[src/design/hrc_pkg.sv]
// shared types and fixed-point constants for the humidity and temperature conversion
`default_nettype none
package hrc_pkg;

    // raw field widths
    localparam int unsigned TEMP_WORD_W = 16;
    localparam int unsigned RH_WORD_W   = 16;

    // result widths
    localparam int unsigned TEMP_W = 15;
    localparam int unsigned LIN_W  = 18;
    localparam int unsigned COMP_W = 19;

    // internal widths
    localparam int unsigned R16_W   = 13;
    localparam int unsigned SQ_W    = 25;
    localparam int unsigned LR_W    = 42;
    localparam int unsigned LIN32_W = 44;
    localparam int unsigned K_W     = 35;
    localparam int unsigned PROD_W  = 50;
    localparam int unsigned ACC_W   = 52;

    // offsets in raw counts
    localparam logic signed [TEMP_W-1:0] TEMP_OFS = 15'sd1600;
    localparam logic signed [R16_W-1:0]  RH_OFS   = 13'sd384;
    localparam logic signed [TEMP_W:0]   TEMP_REF = 16'sd960;

    // coefficients with 24 fractional bits
    localparam logic signed [17:0] COEF_A = 18'sd65934;
    // 2^28 - 16*B folded into one factor on r
    localparam logic signed [28:0] COEF_R = 29'sd160846528;
    // 256*C
    localparam logic signed [LIN32_W-1:0] COEF_C256 = 44'sd20548841472;
    localparam logic signed [17:0] COEF_D = 18'sd39762;
    // 256*E
    localparam logic signed [K_W-1:0] COEF_E256 = 35'sd847397120;

    // rounding shifts
    localparam int unsigned LIN_SH  = 24;
    localparam int unsigned COMP_SH = 29;

    // saturation bounds
    localparam logic signed [LIN_W-1:0]  LIN_MIN  = -18'sd4096;
    localparam logic signed [LIN_W-1:0]  LIN_MAX  = 18'sd131071;
    localparam logic signed [COMP_W-1:0] COMP_MIN = -19'sd16384;
    localparam logic signed [COMP_W-1:0] COMP_MAX = 19'sd262143;

    // what the linearization half hands to the compensation half
    typedef struct packed {
        logic                     valid;
        logic signed [TEMP_W-1:0] temp;
        logic signed [LIN_W-1:0]  lin;
    } t_lin_out;

endpackage
`default_nettype wire

[src/design/hrc_lin.sv]
// offset removal, quadratic linearization and rounding of humidity, four stages
`default_nettype none
module hrc_lin (
    input  wire logic                              i_clk,
    input  wire logic                              i_rst_n,
    input  wire logic                              i_en,
    input  wire logic                              i_valid,
    input  wire logic [hrc_pkg::TEMP_WORD_W-1:0]   i_temp_word,
    input  wire logic [hrc_pkg::RH_WORD_W-1:0]     i_rh_word,
    output hrc_pkg::t_lin_out                      o_res
);
    import hrc_pkg::*;

    localparam int unsigned QL_W = LIN32_W - LIN_SH + 1;

    // stage 1
    logic                     r_v1;
    logic signed [TEMP_W-1:0] r_t1;
    logic signed [R16_W-1:0]  r_r1;
    logic signed [TEMP_W-1:0] n_t1;
    logic signed [R16_W-1:0]  n_r1;

    // stage 2
    logic                     r_v2;
    logic signed [TEMP_W-1:0] r_t2;
    logic signed [SQ_W-1:0]   r_sq2;
    logic signed [LR_W-1:0]   r_lr2;
    logic signed [SQ_W-1:0]   n_sq2;
    logic signed [LR_W-1:0]   n_lr2;

    // stage 3
    logic                       r_v3;
    logic signed [TEMP_W-1:0]   r_t3;
    logic signed [LIN32_W-1:0]  r_l3;
    logic signed [LIN32_W-1:0]  n_l3;
    logic signed [LIN32_W-1:0]  asq;

    // stage 4
    logic                     r_v4;
    logic signed [TEMP_W-1:0] r_t4;
    logic signed [LIN_W-1:0]  r_lin4;
    logic signed [LIN_W-1:0]  n_lin4;
    logic                     neg;
    logic [LIN32_W-1:0]       mag;
    logic [LIN32_W-1:0]       mag_r;
    logic signed [QL_W-1:0]   q;

    always_comb begin
        n_t1 = $signed({1'b0, i_temp_word[TEMP_WORD_W-1:2]}) - TEMP_OFS;
        n_r1 = $signed({1'b0, i_rh_word[RH_WORD_W-1:4]}) - RH_OFS;
    end

    always_comb begin
        n_sq2 = SQ_W'(SQ_W'(r_r1) * SQ_W'(r_r1));
        n_lr2 = LR_W'(LR_W'(r_r1) * LR_W'(COEF_R));
    end

    always_comb begin
        asq  = LIN32_W'(LIN32_W'(r_sq2) * LIN32_W'(COEF_A));
        n_l3 = asq + LIN32_W'(r_lr2) + COEF_C256;
    end

    // round to nearest with ties away from zero, then saturate
    always_comb begin
        neg   = r_l3[LIN32_W-1];
        mag   = neg ? LIN32_W'(-r_l3) : LIN32_W'(r_l3);
        mag_r = (mag + (LIN32_W'(1) << (LIN_SH - 1))) >> LIN_SH;
        q     = neg ? -$signed(QL_W'(mag_r)) : $signed(QL_W'(mag_r));
        if (q < QL_W'(LIN_MIN)) begin
            n_lin4 = LIN_MIN;
        end else if (q > QL_W'(LIN_MAX)) begin
            n_lin4 = LIN_MAX;
        end else begin
            n_lin4 = LIN_W'(q);
        end
    end

    always_ff @(posedge i_clk) begin
        if (!i_rst_n) begin
            r_v1 <= 1'b0;
            r_v2 <= 1'b0;
            r_v3 <= 1'b0;
            r_v4 <= 1'b0;
        end else if (i_en) begin
            r_v1 <= i_valid;
            r_v2 <= r_v1;
            r_v3 <= r_v2;
            r_v4 <= r_v3;
        end
    end

    always_ff @(posedge i_clk) begin
        if (i_en) begin
            r_t1   <= n_t1;
            r_r1   <= n_r1;
            r_t2   <= r_t1;
            r_sq2  <= n_sq2;
            r_lr2  <= n_lr2;
            r_t3   <= r_t2;
            r_l3   <= n_l3;
            r_t4   <= r_t3;
            r_lin4 <= n_lin4;
        end
    end

    assign o_res.valid = r_v4;
    assign o_res.temp  = r_t4;
    assign o_res.lin   = r_lin4;

endmodule
`default_nettype wire

[src/design/hrc_comp.sv]
// temperature compensation of linearized humidity, three stages ending in the output register
`default_nettype none
module hrc_comp (
    input  wire logic                                i_clk,
    input  wire logic                                i_rst_n,
    input  wire logic                                i_en,
    input  wire hrc_pkg::t_lin_out                   i_res,
    output logic                                     o_valid,
    output logic signed [hrc_pkg::TEMP_W-1:0]        o_temp,
    output logic signed [hrc_pkg::LIN_W-1:0]         o_lin,
    output logic signed [hrc_pkg::COMP_W-1:0]        o_comp
);
    import hrc_pkg::*;

    localparam int unsigned QC_W = ACC_W - COMP_SH + 1;

    // stage 5
    logic                     r_v5;
    logic signed [TEMP_W-1:0] r_t5;
    logic signed [LIN_W-1:0]  r_lin5;
    logic signed [K_W-1:0]    r_k5;
    logic signed [K_W-1:0]    n_k5;

    // stage 6
    logic                     r_v6;
    logic signed [TEMP_W-1:0] r_t6;
    logic signed [LIN_W-1:0]  r_lin6;
    logic signed [ACC_W-1:0]  r_acc6;
    logic signed [ACC_W-1:0]  n_acc6;
    logic signed [TEMP_W:0]   tm;
    logic signed [PROD_W-1:0] prod;

    // stage 7
    logic                     r_v7;
    logic signed [TEMP_W-1:0] r_t7;
    logic signed [LIN_W-1:0]  r_lin7;
    logic signed [COMP_W-1:0] r_comp7;
    logic signed [COMP_W-1:0] n_comp7;
    logic                     neg;
    logic [ACC_W-1:0]         mag;
    logic [ACC_W-1:0]         mag_r;
    logic signed [QC_W-1:0]   q;

    always_comb begin
        n_k5 = K_W'(K_W'(i_res.lin) * K_W'(COEF_D)) + COEF_E256;
    end

    always_comb begin
        tm     = (TEMP_W + 1)'(r_t5) - TEMP_REF;
        prod   = PROD_W'(PROD_W'(tm) * PROD_W'(r_k5));
        n_acc6 = (ACC_W'(r_lin5) <<< COMP_SH) + ACC_W'(prod);
    end

    // round to nearest with ties away from zero, then saturate
    always_comb begin
        neg   = r_acc6[ACC_W-1];
        mag   = neg ? ACC_W'(-r_acc6) : ACC_W'(r_acc6);
        mag_r = (mag + (ACC_W'(1) << (COMP_SH - 1))) >> COMP_SH;
        q     = neg ? -$signed(QC_W'(mag_r)) : $signed(QC_W'(mag_r));
        if (q < QC_W'(COMP_MIN)) begin
            n_comp7 = COMP_MIN;
        end else if (q > QC_W'(COMP_MAX)) begin
            n_comp7 = COMP_MAX;
        end else begin
            n_comp7 = COMP_W'(q);
        end
    end

    always_ff @(posedge i_clk) begin
        if (!i_rst_n) begin
            r_v5 <= 1'b0;
            r_v6 <= 1'b0;
            r_v7 <= 1'b0;
        end else if (i_en) begin
            r_v5 <= i_res.valid;
            r_v6 <= r_v5;
            r_v7 <= r_v6;
        end
    end

    always_ff @(posedge i_clk) begin
        if (i_en) begin
            r_t5    <= i_res.temp;
            r_lin5  <= i_res.lin;
            r_k5    <= n_k5;
            r_t6    <= r_t5;
            r_lin6  <= r_lin5;
            r_acc6  <= n_acc6;
            r_t7    <= r_t6;
            r_lin7  <= r_lin6;
            r_comp7 <= n_comp7;
        end
    end

    assign o_valid = r_v7;
    assign o_temp  = r_t7;
    assign o_lin   = r_lin7;
    assign o_comp  = r_comp7;

endmodule
`default_nettype wire

[src/design/humidity_temp_raw_conversion_unit.sv]
// an input transfer passes through all seven stages into the output register
// throughput: one sample pair per cycle while the output is not stalled
// the pipeline holds as a whole while a finished result waits and m_tready is low
// synchronous active-low reset clears all valid bits; data registers are not reset
// top level of the humidity and temperature raw conversion pipeline
`default_nettype none
module humidity_temp_raw_conversion_unit (
    input  wire logic        i_clk,
    input  wire logic        i_rst_n,
    input  wire logic        s_tvalid,
    output logic             s_tready,
    // temp_word [15:0], rh_word [31:16]
    input  wire logic [31:0] s_tdata,
    output logic             m_tvalid,
    input  wire logic        m_tready,
    // temp_x32 [14:0], rh_linear_x256 [32:15], rh_comp_x256 [51:33], zero [55:52]
    output logic [55:0]      m_tdata
);
    import hrc_pkg::*;

    logic                     en;
    t_lin_out                 lin_res;
    logic signed [TEMP_W-1:0] temp;
    logic signed [LIN_W-1:0]  lin;
    logic signed [COMP_W-1:0] comp;

    // every stage moves when the output register is free or being emptied
    assign en       = !m_tvalid || m_tready;
    assign s_tready = en;

    hrc_lin u_lin (
        .i_clk       (i_clk),
        .i_rst_n     (i_rst_n),
        .i_en        (en),
        .i_valid     (s_tvalid),
        .i_temp_word (s_tdata[15:0]),
        .i_rh_word   (s_tdata[31:16]),
        .o_res       (lin_res)
    );

    hrc_comp u_comp (
        .i_clk   (i_clk),
        .i_rst_n (i_rst_n),
        .i_en    (en),
        .i_res   (lin_res),
        .o_valid (m_tvalid),
        .o_temp  (temp),
        .o_lin   (lin),
        .o_comp  (comp)
    );

    assign m_tdata = {4'b0000, comp, lin, temp};

endmodule
`default_nettype wire

[config.mk]
export PLATFORM = sky130hd
export DESIGN_NAME = humidity_temp_raw_conversion_unit
export DESIGN_NICKNAME = d
export VERILOG_FILES = /design/src/design/hrc_pkg.sv /design/src/design/hrc_lin.sv /design/src/design/hrc_comp.sv /design/src/design/humidity_temp_raw_conversion_unit.sv
export SDC_FILE = /design/constraint.sdc
export NUM_CORES = 2
export LEC_CHECK = 0
export BUFFER_PORTS_ARGS = -buffer_cell sky130_fd_sc_hd__buf_4
export CORE_MARGIN = 10
export CORE_UTILIZATION = 45
export CTS_CLUSTER_DIAMETER = 120
export CTS_CLUSTER_SIZE = 14
export DETAILED_ROUTE_END_ITERATION = 8
export PLACE_DENSITY = 0.57
export SYNTH_ARGS = -nofsm -noshare
export SYNTH_HDL_FRONTEND = slang
export SYNTH_SLANG_ARGS = --single-unit
[constraint.sdc]
create_clock -name i_clk -period 14.7 [get_ports i_clk]
set_input_delay 1.47 -clock i_clk [delete_from_list [all_inputs] [get_ports i_clk]]
set_output_delay 1.47 -clock i_clk [all_outputs]
set_load 0.005 [all_outputs]
# Yosys cells after proc, flatten, opt, wreduce, memory -nomap -nowiden
# Index checks and enable logic that the tools add are counted.
dict set report classes {
  add_sub_neg 13
  mul 5
  div_mod_pow 0
  magnitude_cmp 4
  eq_ne 0
  n_shift 0
  n_mux 6
  n_bitwise 0
  n_reduce_logical 4
}
# cell count
set op_table {}
lappend op_table {{adder 52 x 29 -> 52 bit, second input constant} 1}
lappend op_table {{2-to-1 mux 52 bit} 1}
lappend op_table {{negator 52 bit} 1}
lappend op_table {{adder 47 x 50 -> 51 bit} 1}
lappend op_table {{multiplier 16 x 35 -> 50 bit} 1}
lappend op_table {{adder 43 x 42 -> 44 bit} 1}
lappend op_table {{adder 44 x 24 -> 44 bit, second input constant} 1}
lappend op_table {{adder 44 x 36 -> 44 bit, second input constant} 1}
lappend op_table {{2-to-1 mux 44 bit} 1}
lappend op_table {{negator 44 bit} 1}
lappend op_table {{multiplier 25 x 17 -> 42 bit, second input constant} 1}
lappend op_table {{multiplier 13 x 23 -> 36 bit, second input constant} 1}
lappend op_table {{adder 35 x 31 -> 35 bit, second input constant} 1}
lappend op_table {{multiplier 18 x 16 -> 34 bit, second input constant} 1}
lappend op_table {{multiplier 13 x 13 -> 25 bit} 1}
lappend op_table {{greater-than comparator 24 x 19 -> 1 bit, second input constant} 1}
lappend op_table {{< comparator 24 x 15 -> 1 bit, second input constant} 1}
lappend op_table {{2-to-1 mux 24 bit} 1}
lappend op_table {{negator 23 -> 24 bit} 1}
lappend op_table {{greater-than comparator 21 x 18 -> 1 bit, second input constant} 1}
lappend op_table {{< comparator 21 x 13 -> 1 bit, second input constant} 1}
lappend op_table {{2-to-1 mux 21 bit} 1}
lappend op_table {{negator 20 -> 21 bit} 1}
lappend op_table {{2-to-1 mux 19 bit} 1}
lappend op_table {{other kinds (7)} 8}
dict set report word_totals {
  reg_bits 408
  latchBits 0
  ramBits 0
  rom_bits 0
  in_bits 36
  output_inout_bits 58
  word_cells 59
  n_memories 0
}

# Depth between registers and ports, before layout
dict set report logic_depth {
  word_depth 7
  depth_mapped 45
}

# Hierarchy
# Synthesis repeated with hierarchy kept, for this count alone.
dict set report unflattened {
  cells_unflattened 5932
  area_unflattened_um2 59942.5
}
# mod instances cells_per_inst area_per_inst_um2 seq_area_each_um2
set modules_own_cells {}
lappend modules_own_cells {hrc_comp 1 3372 33399.5 6035.8}
lappend modules_own_cells {hrc_lin 1 2554 26502.9 5845.6}
lappend modules_own_cells {humidity_temp_raw_conversion_unit 1 6 40.0 0.0}

# Worst setup path after synthesis
# OpenSTA, ideal clock, no wires.
dict set report synth_path {
  kind {input to output}
  start {in m_tready}
  end {out s_tready}
  t_arrival_ns 9.296
  setup_slack_ns 3.934
  path_stages 3
  path_buffers 1
  cell_sequence {nor2b_1 > clkbuf_1 > inv_1}
}
dict set report synth_between {
  elab_chain_len 1
}
# element line
set synth_rtl {}
lappend synth_rtl {{start: declaration} humidity_temp_raw_conversion_unit.sv:15} ;# input wire logic m_tready,
lappend synth_rtl {{logical OR 1 bit} humidity_temp_raw_conversion_unit.sv:28} ;# assign en = !m_tvalid || m_tready;
lappend synth_rtl {{end: declaration} humidity_temp_raw_conversion_unit.sv:11} ;# output logic s_tready,
# No other way between the ends.

# Worst setup path after layout
dict set report layout_path {
  start {reg u_comp.r_t5[6]}
  end {reg u_comp.r_acc6[49], data pin}
}
dict set report layout_between {
  elab_chain_len 3
}
# element line
set layout_rtl {}
lappend layout_rtl {{start: declaration} hrc_comp.sv:19} ;# logic signed [TEMP_W-1:0] r_t5;
lappend layout_rtl {{start signal: assignment} hrc_comp.sv:83} ;# r_t5 <= i_res.temp;
lappend layout_rtl {{subtractor 15 x 11 -> 16 bit} hrc_comp.sv:49} ;# tm = (TEMP_W + 1)'(r_t5) - TEMP_REF;
lappend layout_rtl {{multiplier 16 x 35 -> 50 bit} hrc_comp.sv:50} ;# prod = PROD_W'(PROD_W'(tm) * PROD_W'(r_k5));
lappend layout_rtl {{adder 47 x 50 -> 51 bit} hrc_comp.sv:51} ;# n_acc6 = (ACC_W'(r_lin5) <<< COMP_SH) + ACC_W'(prod);
lappend layout_rtl {{named net u_comp.n_acc6[49]} hrc_comp.sv:29} ;# logic signed [ACC_W-1:0] n_acc6;
lappend layout_rtl {{end signal: assignment} hrc_comp.sv:88} ;# r_acc6 <= n_acc6;
lappend layout_rtl {{end: declaration} hrc_comp.sv:28} ;# logic signed [ACC_W-1:0] r_acc6;
# The timed path passes the listed nets, and every way through them passes these cells.
# A chain may end at the register's enable or synchronous reset.

==> impl_metrics.ini <==
[synth]
synth-edff-count = 391
ys_types = 94
ys_ff_latch = 398
mappedNetlistArea_um2 = 59600
synth_warnings = 0
ys_seq_area_frac = 0.199
ys.flop_type = edfxtp_1
async_flop_share = 0
synth.avg_cell_area_um2 = 9.94
syn_inst = 5997

[placement]
port_buffers = 83
dp_cells = 7734
gp_routability_congestion = 0.879
hpwl_um = 109000

[timing]
setup_viol = 0
fin_skew_ps = 34.2
finalHoldViolCount = 0
min_period_over_period = 0.793
drv_slew = 0
maxSlewHeadroom = 0.337
period_needed_ps = 11660
fmax_ghz = 0.0858
rsz0062_at_grt = false
finalSetupTns_ps = 0
tightest_slew_ps = 969

[floorplanning]
start_util = 0.453
die_area_um2 = 147000
rows = 133
coreArea_um2 = 131000
dieHeight_um = 384
fp.dieW_um = 384
pin_count = 94

[route]
vias_per_cell = 5.14
totalWireLength_um = 136000
drcViolationCount = 0
route.vias.total = 40036
wire_per_inst_um = 17.4
drtPass1Iterations = 5
drtIter0Drc = 1676
postRouteAntennaNets = 0

[finish]
nNetsFinal = 7674
areaGrowthSynthToFinish_pct = 6.31
antennaDiodeCount = 0
final_cells = 7787
fillers = 12447
drive_gt1_frac = 0.0419

[clock_tree]
cts_root_buffer = clkbuf_16
clock-sinks = 398
ctsResizeCount = 0
clock_latency_ps = 620
htree_levels = 2
clk_path_buf_depth = 3
postCtsSetupBuffers = 0
tritoncts = yes
cts_hold_buf = 0
path_clk_slew_ps = 70
cts_buffers = 37

[grt]
grt_use_met2 = 0.359
grt-ovfl-total = 0
track_usage = 0.188
grt_pass1_wl_um = 224000
grt_max_degree = 154
use_met1 = 0.221
antenna_found_initial = 5
grt_pass1_vias = 43458
grt_use_met3 = 0.0181
busiest_layer = met2

[worst_setup_path]
slowest_delay_ps = 530
startpoint_type = register
required_ps = 15050
crit_path_frequent_cell = fa_1
slowest_stage = fa_1
crit_path_end_kind = register
arrival_ps = 12010
rr_worst_depth = 43
critPathKind = reg2reg
path_max_fanout = 38

[job]
cap_violations = 0

[min_path]
hold_path_depth = 0
hold_class = reg2reg

[run_status]
status = complete, no violations
routing by layer:
metal | up-vias | share of wire | wire length, um
li1 | 19230 | - | -
met1 | 20019 | 0.41 | 55100
met2 | 595 | 0.53 | 72300
met3 | 192 | 0.032 | 4320
met4 | 0 | 0.029 | 3880
met5 | - | 0 | 0
cells in the final DEF, fill, tap and decap left out, drive strengths merged, types with 38 or more instances in the layout:
cell and n:
o21ai 143, buf 134, edfxtp 391, a21oi 206, and2 221, nor3 84, o21a 38, nand2 505
ha 705, inv 1323, nor2b 40, nand2b 59, xor2 106, xnor2 263, nor2 231, clkbuf 41
fa 915, nand3 64, a21o 56
sequential cells by signal, summed over array words and instances (netlist names), 13 cells and up:
register / cells
u_comp.o_temp: 15
u_lin.r_r1: 13
u_comp.r_acc6: 50
u_comp.o_lin: 18
u_lin.r_l3: 42
u_comp.r_t5: 15
u_comp.r_t6: 15
u_comp.o_comp: 19
u_lin.r_t1: 15
u_lin.r_t2: 15
u_comp.r_k5: 31
u_comp.r_lin6: 18
u_lin.r_t4: 15
u_lin.r_t3: 15
u_comp.r_lin5: 18
u_lin.r_lr2: 35
u_lin.r_lin4: 18
u_lin.r_sq2: 24
cells by family (layout without fill, tap and decap cells):
kind of cell / count (synthesis) / in the layout / synth area share
flops: 398 / 398 / 0.199
fa+ha+maj: 1620 / 1620 / 0.455
other cells: 1 / 4 / 0.0000629
simple gates: 1395 / 1395 / 0.115
xor+xnor: 369 / 369 / 0.0544
buf+inv: 1475 / 1507 / 0.0936
mux: 9 / 9 / 0.00155
compound gates: 730 / 730 / 0.0807
cell type report:
type | count | area (um2) | share of cell area
Tap cell | 1755 | 2200 | 0.0347
Inverter | 1320 | 4960 | 0.0783
Clock inverter | 12 | 126 | 0.00199
Sequential cell | 398 | 11900 | 0.188
Timing Repair Buffer | 134 | 1020 | 0.0161
Multi-Input combinational cell | 4127 | 42200 | 0.666
Clock buffer | 41 | 962 | 0.0152
stage by stage:
| step | area (um2) | util | setup slack [ps] | hold WS [ps] |
|---|---|---|---|---|
| finish | 63400 | 0.482 | 3040 | 408 |
| global route | 63400 | 0.482 | 1890 | 414 |
| CTS | 63400 | 0.482 | 2880 | 406 |
| detailed placement | 62300 | 0.474 | 2890 | 405 |
| global placement | 62300 | 0.474 | 2980 | 400 |
| floorplan | 59600 | - | 3930 | 400 |
critical path, delay by kind of cell (launching register included):
kind,cells,cell delay [ps]
buffers and inverters,7,930
AOI/OAI and AO/OA,18,4640
xor gates and xnor gates,2,290
and+or+nand+nor,6,1020
DFF,1,360
adders and majority gates,10,4110
path summary, 6_finish.rpt:
path / startpoint / to / slack (ps)
max: u_comp.r_t5[6]$_DFFE_PP_ / u_comp.r_acc6[49]$_DFFE_PP_ / 3040
min: u_comp.r_t6[9]$_DFFE_PP_ / u_comp.o_temp[9]$_DFFE_PP_ / 410
max reg2reg: u_comp.r_t5[6]$_DFFE_PP_ / u_comp.r_acc6[49]$_DFFE_PP_ / 3040
min reg2reg: u_comp.r_t6[9]$_DFFE_PP_ / u_comp.o_temp[9]$_DFFE_PP_ / 410
synth_stat cells, drive strengths merged (38+ instances only):
master | n | area share
nor3 | 84 | 0.0071
fa | 915 | 0.31
o21a | 38 | 0.0048
ha | 705 | 0.15
xnor2 | 263 | 0.039
nand3 | 64 | 0.0054
nor2 | 231 | 0.015
clkbuf | 140 | 0.0088
edfxtp | 391 | 0.20
and2 | 221 | 0.023
a21oi | 206 | 0.017
o21ai | 143 | 0.012
a21o | 56 | 0.0071
nand2 | 505 | 0.032
nor2b | 40 | 0.0042
inv | 1318 | 0.083
nand2b | 59 | 0.0062
xor2 | 106 | 0.016
Power is left out: the tool's default activity adds up to more than one toggle a clock period on the data nets, which glitch-free logic cannot reach.
